## config.mk

```make
export PLATFORM = sky130hd
export DESIGN_NAME = tcci_engine
export DESIGN_NICKNAME = d
export VERILOG_FILES = /design/src/rtl/core/tcci_pkg.sv /design/src/rtl/core/tcci_engine.sv
export SDC_FILE = /design/constraint.sdc
export NUM_CORES = 2
export LEC_CHECK = 0
export ABC_AREA = 1
export BUFFER_PORTS_ARGS = -buffer_cell sky130_fd_sc_hd__buf_2
export CORE_MARGIN = 8
export CORE_UTILIZATION = 35
export DETAILED_ROUTE_END_ITERATION = 10
export PLACE_DENSITY = 0.58
export SYNTH_ARGS = -nofsm -noshare
export SYNTH_HDL_FRONTEND = slang
export SYNTH_SLANG_ARGS = --single-unit
```

## constraint.sdc

```tcl
create_clock -name clk_i -period 6.3 [get_ports clk_i]
set_input_delay 0.63 -clock clk_i [delete_from_list [all_inputs] [get_ports clk_i]]
set_output_delay 0.63 -clock clk_i [all_outputs]
set_load 0.05 [all_outputs]
```

## src/rtl/core/tcci_pkg.sv

```systemverilog
// Shared types, codes and helpers for the test chip command interface.
// No dependencies; every other file of the block but tcci_ram imports this package.
package tcci_pkg;

  // Default size of the configuration byte store and the width of its index.
  localparam int SETTING_ENTRIES_DEF = 45;
  localparam int IDX_W = 6;

  // Event kinds carried by an input word.
  typedef enum logic [2:0] {
    KIND_CLOCK = 3'd0,
    KIND_RESET = 3'd1,
    KIND_ADC   = 3'd2,
    KIND_CMP   = 3'd3,
    KIND_TIME  = 3'd4,
    KIND_CLEAR = 3'd5
  } kind_e;

  // Command machine states; the encoding is the reported state code.
  typedef enum logic [3:0] {
    ST_RESET    = 4'd0,
    ST_IDLE     = 4'd1,
    ST_WR_MODE  = 4'd2,
    ST_WR_ADDR  = 4'd3,
    ST_WR_VALUE = 4'd4,
    ST_WR_DONE  = 4'd5,
    ST_WR_ALL   = 4'd6,
    ST_RD_MODE  = 4'd7,
    ST_RD_ADDR  = 4'd8,
    ST_RD_DONE  = 4'd9,
    ST_RD_ALL   = 4'd10,
    ST_ADC      = 4'd11,
    ST_CMP      = 4'd12
  } state_e;

  // Low-nibble opcodes accepted in idle.
  localparam logic [3:0] OP_IDLE  = 4'h0;
  localparam logic [3:0] OP_CMP   = 4'hC;
  localparam logic [3:0] OP_ADC   = 4'hD;
  localparam logic [3:0] OP_WRITE = 4'hE;
  localparam logic [3:0] OP_READ  = 4'hF;

  // Fixed values driven on the data line.
  localparam logic [7:0] RESET_MARK    = 8'hA5;
  localparam logic [7:0] ECHO_WR_MODE  = 8'hE0;
  localparam logic [7:0] ECHO_WR_ADDR  = 8'hE1;
  localparam logic [7:0] ECHO_WR_VALUE = 8'hE2;
  localparam logic [7:0] ECHO_RD_MODE  = 8'hF0;

  // Configuration register indexes.
  localparam logic CFG_ADC_DELAY = 1'b0;
  localparam logic CFG_CMP_DELAY = 1'b1;

  typedef struct packed {
    kind_e       kind;
    logic        command_flag;
    logic [7:0]  bus_byte;
    logic        pin_level;
    logic [5:0]  adc_sample;
    logic [31:0] elapsed_ns;
  } item_t;

  typedef struct packed {
    logic        valid_flag;
    logic [7:0]  data_byte;
    logic [3:0]  state_code;
    logic [31:0] protocol_error_count;
    logic [31:0] unsupported_count;
    logic [31:0] bad_address_count;
    logic [31:0] edge_count;
    logic [31:0] operation_step;
  } result_t;

  // Request from the command machine to the byte store.
  typedef struct packed {
    logic             we;
    logic             clear;
    logic [IDX_W-1:0] addr;
    logic [7:0]       data;
  } store_req_t;

  // Bit order reversal of a 6-bit converter code.
  function automatic logic [5:0] rev6(input logic [5:0] v);
    logic [5:0] r;
    for (int i = 0; i < 6; i++) begin
      r[5-i] = v[i];
    end
    return r;
  endfunction

endpackage

```

## src/rtl/core/tcci_engine.sv

```systemverilog
// Command machine, counters and test timers; processes one registered event
// word per cycle while advance_i is high. Depends on tcci_pkg.
module tcci_engine import tcci_pkg::*; #(
  parameter int SETTING_ENTRIES = SETTING_ENTRIES_DEF
) (
  input  logic             clk_i,
  input  logic             rst_ni,
  input  item_t            item_i,
  input  logic             advance_i,
  input  logic [7:0]       nxt_byte_i,
  input  logic [7:0]       store_data_i,
  input  logic [31:0]      adc_delay_i,
  input  logic [31:0]      cmp_delay_i,
  output result_t          result_o,
  output store_req_t       store_req_o,
  output logic [IDX_W-1:0] rd_addr_o
);

  state_e           state_q, state_d, cur, nxt_state;
  logic             released_q, released_d;
  logic [IDX_W-1:0] idx_q, idx_d, addr_q, addr_d, nxt_idx;
  logic [5:0]       adc_code_q, adc_code_d;
  logic             cmp_lvl_q, cmp_lvl_d;
  logic             adc_wait_q, adc_wait_d, cmp_wait_q, cmp_wait_d;
  logic [63:0]      now_q, now_d, adc_due_q, adc_due_d, cmp_due_q, cmp_due_d;
  logic             ovalid_q, ovalid_d;
  logic [7:0]       odata_q, odata_d;
  logic [31:0]      proto_q, proto_d, unsup_q, unsup_d, badaddr_q, badaddr_d;
  logic [31:0]      edges_q, edges_d, step_q, step_d;
  logic             idle_now;
  logic             cmd;
  logic [7:0]       b;

  assign cmd = item_i.command_flag;
  assign b   = item_i.bus_byte;

  always_comb begin
    state_d     = state_q;
    released_d  = released_q;
    idx_d       = idx_q;
    addr_d      = addr_q;
    adc_code_d  = adc_code_q;
    cmp_lvl_d   = cmp_lvl_q;
    adc_wait_d  = adc_wait_q;
    cmp_wait_d  = cmp_wait_q;
    now_d       = now_q;
    adc_due_d   = adc_due_q;
    cmp_due_d   = cmp_due_q;
    ovalid_d    = ovalid_q;
    odata_d     = odata_q;
    proto_d     = proto_q;
    unsup_d     = unsup_q;
    badaddr_d   = badaddr_q;
    edges_d     = edges_q;
    step_d      = step_q;
    idle_now    = 1'b0;
    cur         = state_q;
    store_req_o = '{we: 1'b0, clear: 1'b0, addr: idx_q, data: b};

    unique case (item_i.kind)
      KIND_CLOCK: begin
        edges_d = edges_q + 32'd1;
        if (!released_q) begin
          state_d  = ST_RESET;
          ovalid_d = 1'b0;
          odata_d  = RESET_MARK;
        end else begin
          // Leaving reset: this edge enters idle and is then treated as idle.
          if (state_q == ST_RESET) begin
            state_d    = ST_IDLE;
            idx_d      = '0;
            addr_d     = '0;
            adc_wait_d = 1'b0;
            cmp_wait_d = 1'b0;
            step_d     = '0;
            ovalid_d   = 1'b0;
            odata_d    = 8'h00;
            cur        = ST_IDLE;
          end
          unique case (cur)
            ST_IDLE: begin
              ovalid_d = 1'b0;
              odata_d  = 8'h00;
              if (cmd) begin
                if (b[7:4] != 4'h0) begin
                  proto_d = proto_d + 32'd1;
                end else begin
                  step_d = '0;
                  idx_d  = '0;
                  unique case (b[3:0])
                    OP_IDLE:  idle_now = 1'b1;
                    OP_WRITE: state_d = ST_WR_MODE;
                    OP_READ:  state_d = ST_RD_MODE;
                    OP_ADC: begin
                      state_d    = ST_ADC;
                      adc_wait_d = 1'b1;
                      adc_due_d  = now_q + {32'h0, adc_delay_i};
                      if (adc_delay_i == 32'h0) begin
                        odata_d    = {2'b00, rev6(adc_code_q)};
                        adc_wait_d = 1'b0;
                      end
                    end
                    OP_CMP: begin
                      state_d    = ST_CMP;
                      cmp_wait_d = 1'b1;
                      cmp_due_d  = now_q + {32'h0, cmp_delay_i};
                      if (cmp_delay_i == 32'h0) begin
                        odata_d    = {7'h00, cmp_lvl_q};
                        cmp_wait_d = 1'b0;
                      end
                    end
                    default: begin
                      unsup_d  = unsup_q + 32'd1;
                      idle_now = 1'b1;
                    end
                  endcase
                end
              end
            end
            ST_WR_MODE, ST_RD_MODE: begin
              if (cmd) begin
                proto_d = proto_q + 32'd1;
              end else begin
                step_d   = step_d + 32'd1;
                ovalid_d = 1'b0;
                odata_d  = (cur == ST_WR_MODE) ? ECHO_WR_MODE : ECHO_RD_MODE;
                idx_d    = '0;
                if (b[0]) begin
                  state_d = (cur == ST_WR_MODE) ? ST_WR_ALL : ST_RD_ALL;
                end else begin
                  state_d = (cur == ST_WR_MODE) ? ST_WR_ADDR : ST_RD_ADDR;
                end
              end
            end
            ST_WR_ADDR, ST_RD_ADDR: begin
              if (cmd) begin
                proto_d = proto_q + 32'd1;
              end else begin
                step_d = step_d + 32'd1;
                if (32'(b) >= 32'(SETTING_ENTRIES)) begin
                  badaddr_d = badaddr_q + 32'd1;
                  idle_now  = 1'b1;
                end else if (cur == ST_WR_ADDR) begin
                  addr_d   = b[IDX_W-1:0];
                  ovalid_d = 1'b0;
                  odata_d  = ECHO_WR_ADDR;
                  state_d  = ST_WR_VALUE;
                end else begin
                  addr_d   = b[IDX_W-1:0];
                  ovalid_d = 1'b1;
                  odata_d  = store_data_i;
                  state_d  = ST_RD_DONE;
                end
              end
            end
            ST_WR_VALUE: begin
              if (cmd) begin
                proto_d = proto_q + 32'd1;
              end else begin
                step_d         = step_d + 32'd1;
                store_req_o.we = 1'b1;
                store_req_o.addr = addr_q;
                ovalid_d       = 1'b0;
                odata_d        = ECHO_WR_VALUE;
                state_d        = ST_WR_DONE;
              end
            end
            ST_WR_DONE, ST_RD_DONE: begin
              if (cmd) begin
                proto_d = proto_q + 32'd1;
              end else begin
                step_d   = step_d + 32'd1;
                idle_now = 1'b1;
              end
            end
            ST_WR_ALL: begin
              if (cmd) begin
                proto_d = proto_q + 32'd1;
              end else begin
                step_d   = step_d + 32'd1;
                ovalid_d = 1'b0;
                if (32'(idx_q) < 32'(SETTING_ENTRIES)) begin
                  store_req_o.we = 1'b1;
                  odata_d        = 8'(idx_q);
                  idx_d          = idx_q + IDX_W'(1);
                end else if (32'(idx_q) == 32'(SETTING_ENTRIES)) begin
                  odata_d = 8'(SETTING_ENTRIES - 1);
                  idx_d   = idx_q + IDX_W'(1);
                end else begin
                  idle_now = 1'b1;
                end
              end
            end
            ST_RD_ALL: begin
              if (cmd) begin
                proto_d = proto_q + 32'd1;
              end else begin
                step_d = step_d + 32'd1;
                if (32'(idx_q) < 32'(SETTING_ENTRIES)) begin
                  ovalid_d = 1'b1;
                  odata_d  = store_data_i;
                  idx_d    = idx_q + IDX_W'(1);
                end else if (32'(idx_q) == 32'(SETTING_ENTRIES)) begin
                  ovalid_d = 1'b0;
                  idx_d    = idx_q + IDX_W'(1);
                end else begin
                  idle_now = 1'b1;
                end
              end
            end
            ST_ADC, ST_CMP: begin
              ovalid_d = 1'b0;
              if (cmd) begin
                if (b == {4'h0, OP_IDLE}) begin
                  idle_now = 1'b1;
                end else begin
                  proto_d = proto_q + 32'd1;
                end
              end
            end
            default: begin
              proto_d  = proto_q + 32'd1;
              idle_now = 1'b1;
            end
          endcase
        end
      end
      KIND_RESET: begin
        if (item_i.pin_level) begin
          released_d = 1'b1;
        end else begin
          if (released_q) begin
            edges_d = '0;
          end
          released_d        = 1'b0;
          ovalid_d          = 1'b0;
          odata_d           = RESET_MARK;
          idx_d             = '0;
          addr_d            = '0;
          adc_wait_d        = 1'b0;
          cmp_wait_d        = 1'b0;
          step_d            = '0;
          state_d           = ST_RESET;
          store_req_o.clear = 1'b1;
        end
      end
      KIND_ADC: begin
        adc_code_d = item_i.adc_sample;
        if (released_q && state_q == ST_ADC) begin
          ovalid_d   = 1'b0;
          adc_wait_d = 1'b1;
          adc_due_d  = now_q + {32'h0, adc_delay_i};
          if (adc_delay_i == 32'h0) begin
            odata_d    = {2'b00, rev6(adc_code_d)};
            adc_wait_d = 1'b0;
          end
        end
      end
      KIND_CMP: begin
        cmp_lvl_d = item_i.pin_level;
        if (released_q && state_q == ST_CMP) begin
          ovalid_d   = 1'b0;
          cmp_wait_d = 1'b1;
          cmp_due_d  = now_q + {32'h0, cmp_delay_i};
          if (cmp_delay_i == 32'h0) begin
            odata_d    = {7'h00, cmp_lvl_d};
            cmp_wait_d = 1'b0;
          end
        end
      end
      KIND_TIME: begin
        now_d = now_q + {32'h0, item_i.elapsed_ns};
        if (adc_wait_q && state_q == ST_ADC && now_d >= adc_due_q) begin
          odata_d    = {2'b00, rev6(adc_code_q)};
          adc_wait_d = 1'b0;
        end
        if (cmp_wait_q && state_q == ST_CMP && now_d >= cmp_due_q) begin
          odata_d    = {7'h00, cmp_lvl_q};
          cmp_wait_d = 1'b0;
        end
      end
      KIND_CLEAR: begin
        proto_d   = '0;
        unsup_d   = '0;
        badaddr_d = '0;
      end
      default: begin
      end
    endcase

    // Return to idle is always the last action of the branch that asks for it.
    if (idle_now) begin
      state_d    = ST_IDLE;
      idx_d      = '0;
      addr_d     = '0;
      adc_wait_d = 1'b0;
      cmp_wait_d = 1'b0;
      step_d     = '0;
      ovalid_d   = 1'b0;
      odata_d    = 8'h00;
    end

    if (!advance_i) begin
      store_req_o.we    = 1'b0;
      store_req_o.clear = 1'b0;
    end
  end

  // The store is read ahead through its registered port, at the address the next word will need.
  assign nxt_state = advance_i ? state_d : state_q;
  assign nxt_idx   = advance_i ? idx_d : idx_q;
  assign rd_addr_o = (nxt_state == ST_RD_ALL) ? nxt_idx : nxt_byte_i[IDX_W-1:0];

  always_comb begin
    result_o.valid_flag           = ovalid_d;
    result_o.data_byte            = odata_d;
    result_o.state_code           = state_d;
    result_o.protocol_error_count = proto_d;
    result_o.unsupported_count    = unsup_d;
    result_o.bad_address_count    = badaddr_d;
    result_o.edge_count           = edges_d;
    result_o.operation_step       = step_d;
  end

  always_ff @(posedge clk_i or negedge rst_ni) begin
    if (!rst_ni) begin
      state_q    <= ST_RESET;
      released_q <= 1'b0;
      idx_q      <= '0;
      addr_q     <= '0;
      adc_code_q <= '0;
      cmp_lvl_q  <= 1'b0;
      adc_wait_q <= 1'b0;
      cmp_wait_q <= 1'b0;
      now_q      <= '0;
      adc_due_q  <= '0;
      cmp_due_q  <= '0;
      ovalid_q   <= 1'b0;
      odata_q    <= RESET_MARK;
      proto_q    <= '0;
      unsup_q    <= '0;
      badaddr_q  <= '0;
      edges_q    <= '0;
      step_q     <= '0;
    end else if (advance_i) begin
      state_q    <= state_d;
      released_q <= released_d;
      idx_q      <= idx_d;
      addr_q     <= addr_d;
      adc_code_q <= adc_code_d;
      cmp_lvl_q  <= cmp_lvl_d;
      adc_wait_q <= adc_wait_d;
      cmp_wait_q <= cmp_wait_d;
      now_q      <= now_d;
      adc_due_q  <= adc_due_d;
      cmp_due_q  <= cmp_due_d;
      ovalid_q   <= ovalid_d;
      odata_q    <= odata_d;
      proto_q    <= proto_d;
      unsup_q    <= unsup_d;
      badaddr_q  <= badaddr_d;
      edges_q    <= edges_d;
      step_q     <= step_d;
    end
  end

  // A clock edge seen while the reset pin is low always lands in reset.
  assert property (@(posedge clk_i) disable iff (!rst_ni)
    (advance_i && item_i.kind == KIND_CLOCK && !released_q) |=> (state_q == ST_RESET))
    else $error("clock edge under reset pin did not enter reset state");

  // A pending converter or comparator result only exists in its test state.
  assert property (@(posedge clk_i) disable iff (!rst_ni)
    adc_wait_q |-> (state_q == ST_ADC))
    else $error("adc result pending outside adc test");

  assert property (@(posedge clk_i) disable iff (!rst_ni)
    cmp_wait_q |-> (state_q == ST_CMP))
    else $error("comparator result pending outside comparator test");

  // Idle is only reached through the return-to-idle path or the exit from reset.
  assert property (@(posedge clk_i) disable iff (!rst_ni)
    (state_q == ST_IDLE) |-> (idx_q == '0 && step_q == '0))
    else $error("idle state with nonzero index or step count");

  assert property (@(posedge clk_i) disable iff (!rst_ni)
    32'(idx_q) <= 32'(SETTING_ENTRIES + 1))
    else $error("store index ran past the end of the store");

endmodule

```

==> results.ini <==
[route]
antenna_left=0
route.vias.total=40399
via_per_inst=5.30
drt_wl_total_mm=154
dr.pass1.iters=6
drc_errors=0
routedWlPerCell_um=20.2
drt_iter0_drc=3926

[clock_tree]
htreeDepth=2
clkTransAtPathRegs_ns=0.06
clk_path_buf_depth=3
cts_hold_buf=0
cts.sinks=387
cts_tree=yes
clk_latency_ns=0.66
cts-buffers-inserted=51
cts-root-buf=clkbuf_16

[yosys]
synth_area_leaders=dfrtp_1 26%, nand2_1 17%, inv_1 8.5%
synth-edff-count=0
synth_nets=6267
ys_seq_area_share_pct=26.5
synthAdderAreaFrac_pct=8.10
yosysWarnings=0
netlist_instances=5898
synth-main-ff-cell=dfrtp_1
synth_xor_area_share_pct=3.33
synth.area.mux_share_pct=0.0924
yosys.cell_types.count=63
synth_top_family_by_area=simple AND/OR/NAND/NOR gates
synth_compound_area_share_pct=17.7
syn_area_per_cell_um2=6.20
synth_top_area_cell=dfrtp_1
synthesis.area_um2=36600
ys_ff_latch=387
synth_top_area_share_pct=26.2
synth_simple_gate_area_share_pct=33.6
async_reset_ff_share_pct=100

[sta]
fmax_mhz=166
finalCritPeriodShare_pct=95.9
setup_ws_ns=0.258
slew_violations=0
finalCriticalPeriod_ns=6.04
skew_ns=0.0344
final_hold_viol_count=3
finalSetupViolCount=0
tns_ns=0
timing.hold.ws_ns=-0.0125
slew_headroom_pct=27.1
tightestPinTransition_ns=1.09

[power_and_ir_drop]
powerDensity_nw_per_um2=354
ir_drop_mv=0.248
p_leak_nw=20.3

[floorplan]
boundaryPins=329
rows=118
die_h_um=339
die_area_um2=115000
start_util_pct=35.3
die_x_um=339
coreArea_um2=104000

[critical_path]
worstSetupPathType=flip-flop to output port
cp-end-kind=output port
worstSetupStartpointType=flip-flop
arrival_ns=5.41
crit_path_max_fanout=6
cp.required_ns=5.67

[global_route]
grt_pass1_vias=37727
grt_overflow=0
grt_pass1_wl_mm=234
track_usage_pct=25.6
grt_max_degree=119
antenna_found_initial=16

[min_path]
hold_path.class=input port to asynchronous set/reset pin

[placed_design]
portBuffers=326
dp_hpwl_mm=122
routabilityCongestion=1.01
dp_slack_ns=0.205

[finish]
layout-drive-gt1-share_pct=10.5
area_growth_pct=15.0
finish.net_count=6572

[outcome]
violations=hold timing
outcome=finished with violations

[job]
cap_violations=0

what timing repair did:
item | 4_1_cts | 5_1_grt
setup endpoints to repair | 8 | 8
gates cloned | 0 | 0
pin swaps | 0 | 10
gates resized for setup | 17 | 68
setup buffers | 0 | 9
critical path: stages, from the launching register on:
cell,delay [ns]
dfrtp_1,0.51
inv_1,0.15
nor4_1,0.54
nand2_1,0.22
inv_1,0.23
nand2_1,0.29
nor4_1,0.25
nand2_1,0.15
nand2_1,0.09
nand2_1,0.06
nand2_1,0.15
inv_1,0.08
ha_1,0.30
nand2_1,0.05
nor2_1,0.13
nand4_1,0.11
nor2_2,0.18
and3b_1,0.22
nand3_1,0.09
nand3_2,0.13
nand2_1,0.08
nand2_1,0.12
inv_1,0.07
nand2_1,0.12
a21boi_1,0.10
buf_4,0.17
buf_6,0.15
routing by layer:
metal	routed length, um	GRT usage, %	vias to the layer above	part of all wire (%)
li1	-	-	19865	-
met1	69700	35.6	18788	45
met3	11700	4.42	255	7.6
met4	5720	8.86	8	3.7
met5	53	0	-	0.034
met2	66900	39.8	1483	43
placed cells by master, fill, tap and decap left out, types with 30 or more instances in the layout:
master     synthesis  final
inv_1            825    823
a21oi_1          351    343
buf_4             11    104
nand2_1         1627   1619
a31oi_1           32     32
xor2_1           100     97
nand3_1          410    406
o21ai_0          602    597
clkbuf_16          0     51
xnor2_1           39     39
o211ai_1          30     30
nor4_1            39     36
dfrtp_1          383    377
nor3_1           112    110
buf_2             24    318
nor2_1           553    544
ha_1             232    217
nand4_1           87     87
o21ai_1           36     39
cell usage after synthesis, types with 3 or more instances:
cell / instances
nand2_1: 1627
inv_1: 825
o21ai_0: 602
nor2_1: 553
nand3_1: 410
dfrtp_1: 383
a21oi_1: 351
ha_1: 232
clkbuf_1: 118
nor3_1: 112
xor2_1: 100
nand4_1: 87
nor4_1: 39
xnor2_1: 39
o21ai_1: 36
a31oi_1: 32
o211ai_1: 30
a21boi_0: 29
o22ai_1: 25
buf_2: 24
o21bai_1: 24
a21o_1: 22
buf_1: 22
inv_2: 19
o21a_1: 18
nor2_2: 17
and2_1: 14
or2_2: 12
buf_4: 11
nand3b_1: 8
nor2_4: 8
o32ai_1: 6
nand2_2: 5
nor3_2: 5
a22oi_1: 4
and3_1: 4
dfstp_2: 4
o221ai_1: 4
fa_1: 3
mux2_2: 3
nand2_4: 3
state kept, by name, indices dropped and copies added (netlist names):
register / cells
state_q: 4
ovalid_q: 1
released_q: 1
cmp_lvl_q: 1
odata_q: 8
addr_q: 6
proto_q: 32
cmp_wait_q: 1
adc_due_q: 64
cmp_due_q: 64
adc_wait_q: 1
adc_code_q: 6
badaddr_q: 32
step_q: 32
unsup_q: 32
idx_q: 6
now_q: 64
edges_q: 32
cells by family after synthesis:
| logic type | after synthesis |
|---|---|
| buffers and inverters | 1021 |
| adders and majority gates | 235 |
| xor gates and xnor gates | 139 |
| DFF | 387 |
| AOI/OAI and AO/OA | 1197 |
| and+or+nand+nor | 2916 |
| muxes | 3 |
worst paths after layout:
path | start | to | slack (ns) | depth (start not counted)
setup / recovery | now_q[43] | result_o[165] | 0.26 | 26
hold / removal | rst_ni | adc_due_q[27] | -0.01 | 1
setup reg to reg | now_q[43] | odata_q[3] | 1.51 | 27
hold reg to reg | cmp_due_q[43] | cmp_due_q[43] | 0.48 | 2
max in group asynchronous | rst_ni | step_q[14] | 4.74 | 2
min in group clk_i | item_i[34] | adc_code_q[2] | 0.27 | 2
stage by stage:
stage / power [mW] / hold WS (ns) / instance area (um^2) / cells / utilization (%)
4_1_cts: 14.7 / 0.0323 / 41700 / 7610 / 40.2
2_1_floorplan: 8.80 / 0.334 / 36600 / 5898 / -
3_5_place_dp: 11.6 / 0.466 / 39900 / 7521 / 38.5
5_1_grt: 16.1 / 0.0618 / 42000 / 7622 / 40.6
6_report: 14.9 / -0.0125 / 42000 / 7628 / 40.6
3_3_place_gp: 11.5 / 0.464 / 39900 / 7521 / 38.5
where the power goes:
| part | internal, mW | leakage [nW] | switching, mW |
|---|---|---|---|
| Clock | 1.73 | 0.814 | 1.27 |
| Combinational | 2.79 | 14.5 | 5.60 |
| Sequential | 2.97 | 4.98 | 0.532 |
| Total | 7.50 | 20.3 | 7.40 |
area by class of cell:
type | instances | area (um^2)
Timing Repair Buffer | 428 | 2450
Clock inverter | 12 | 155
Sequential cell | 387 | 9700
Inverter | 845 | 3170
Multi-Input combinational cell | 4490 | 23300
Tap cell | 1380 | 1730
Antenna cell | 9 | 22.5
Fill cell | 11220 | 61600
Clock buffer | 77 | 1510
No activity file was read; power rests on OpenSTA's default activity.
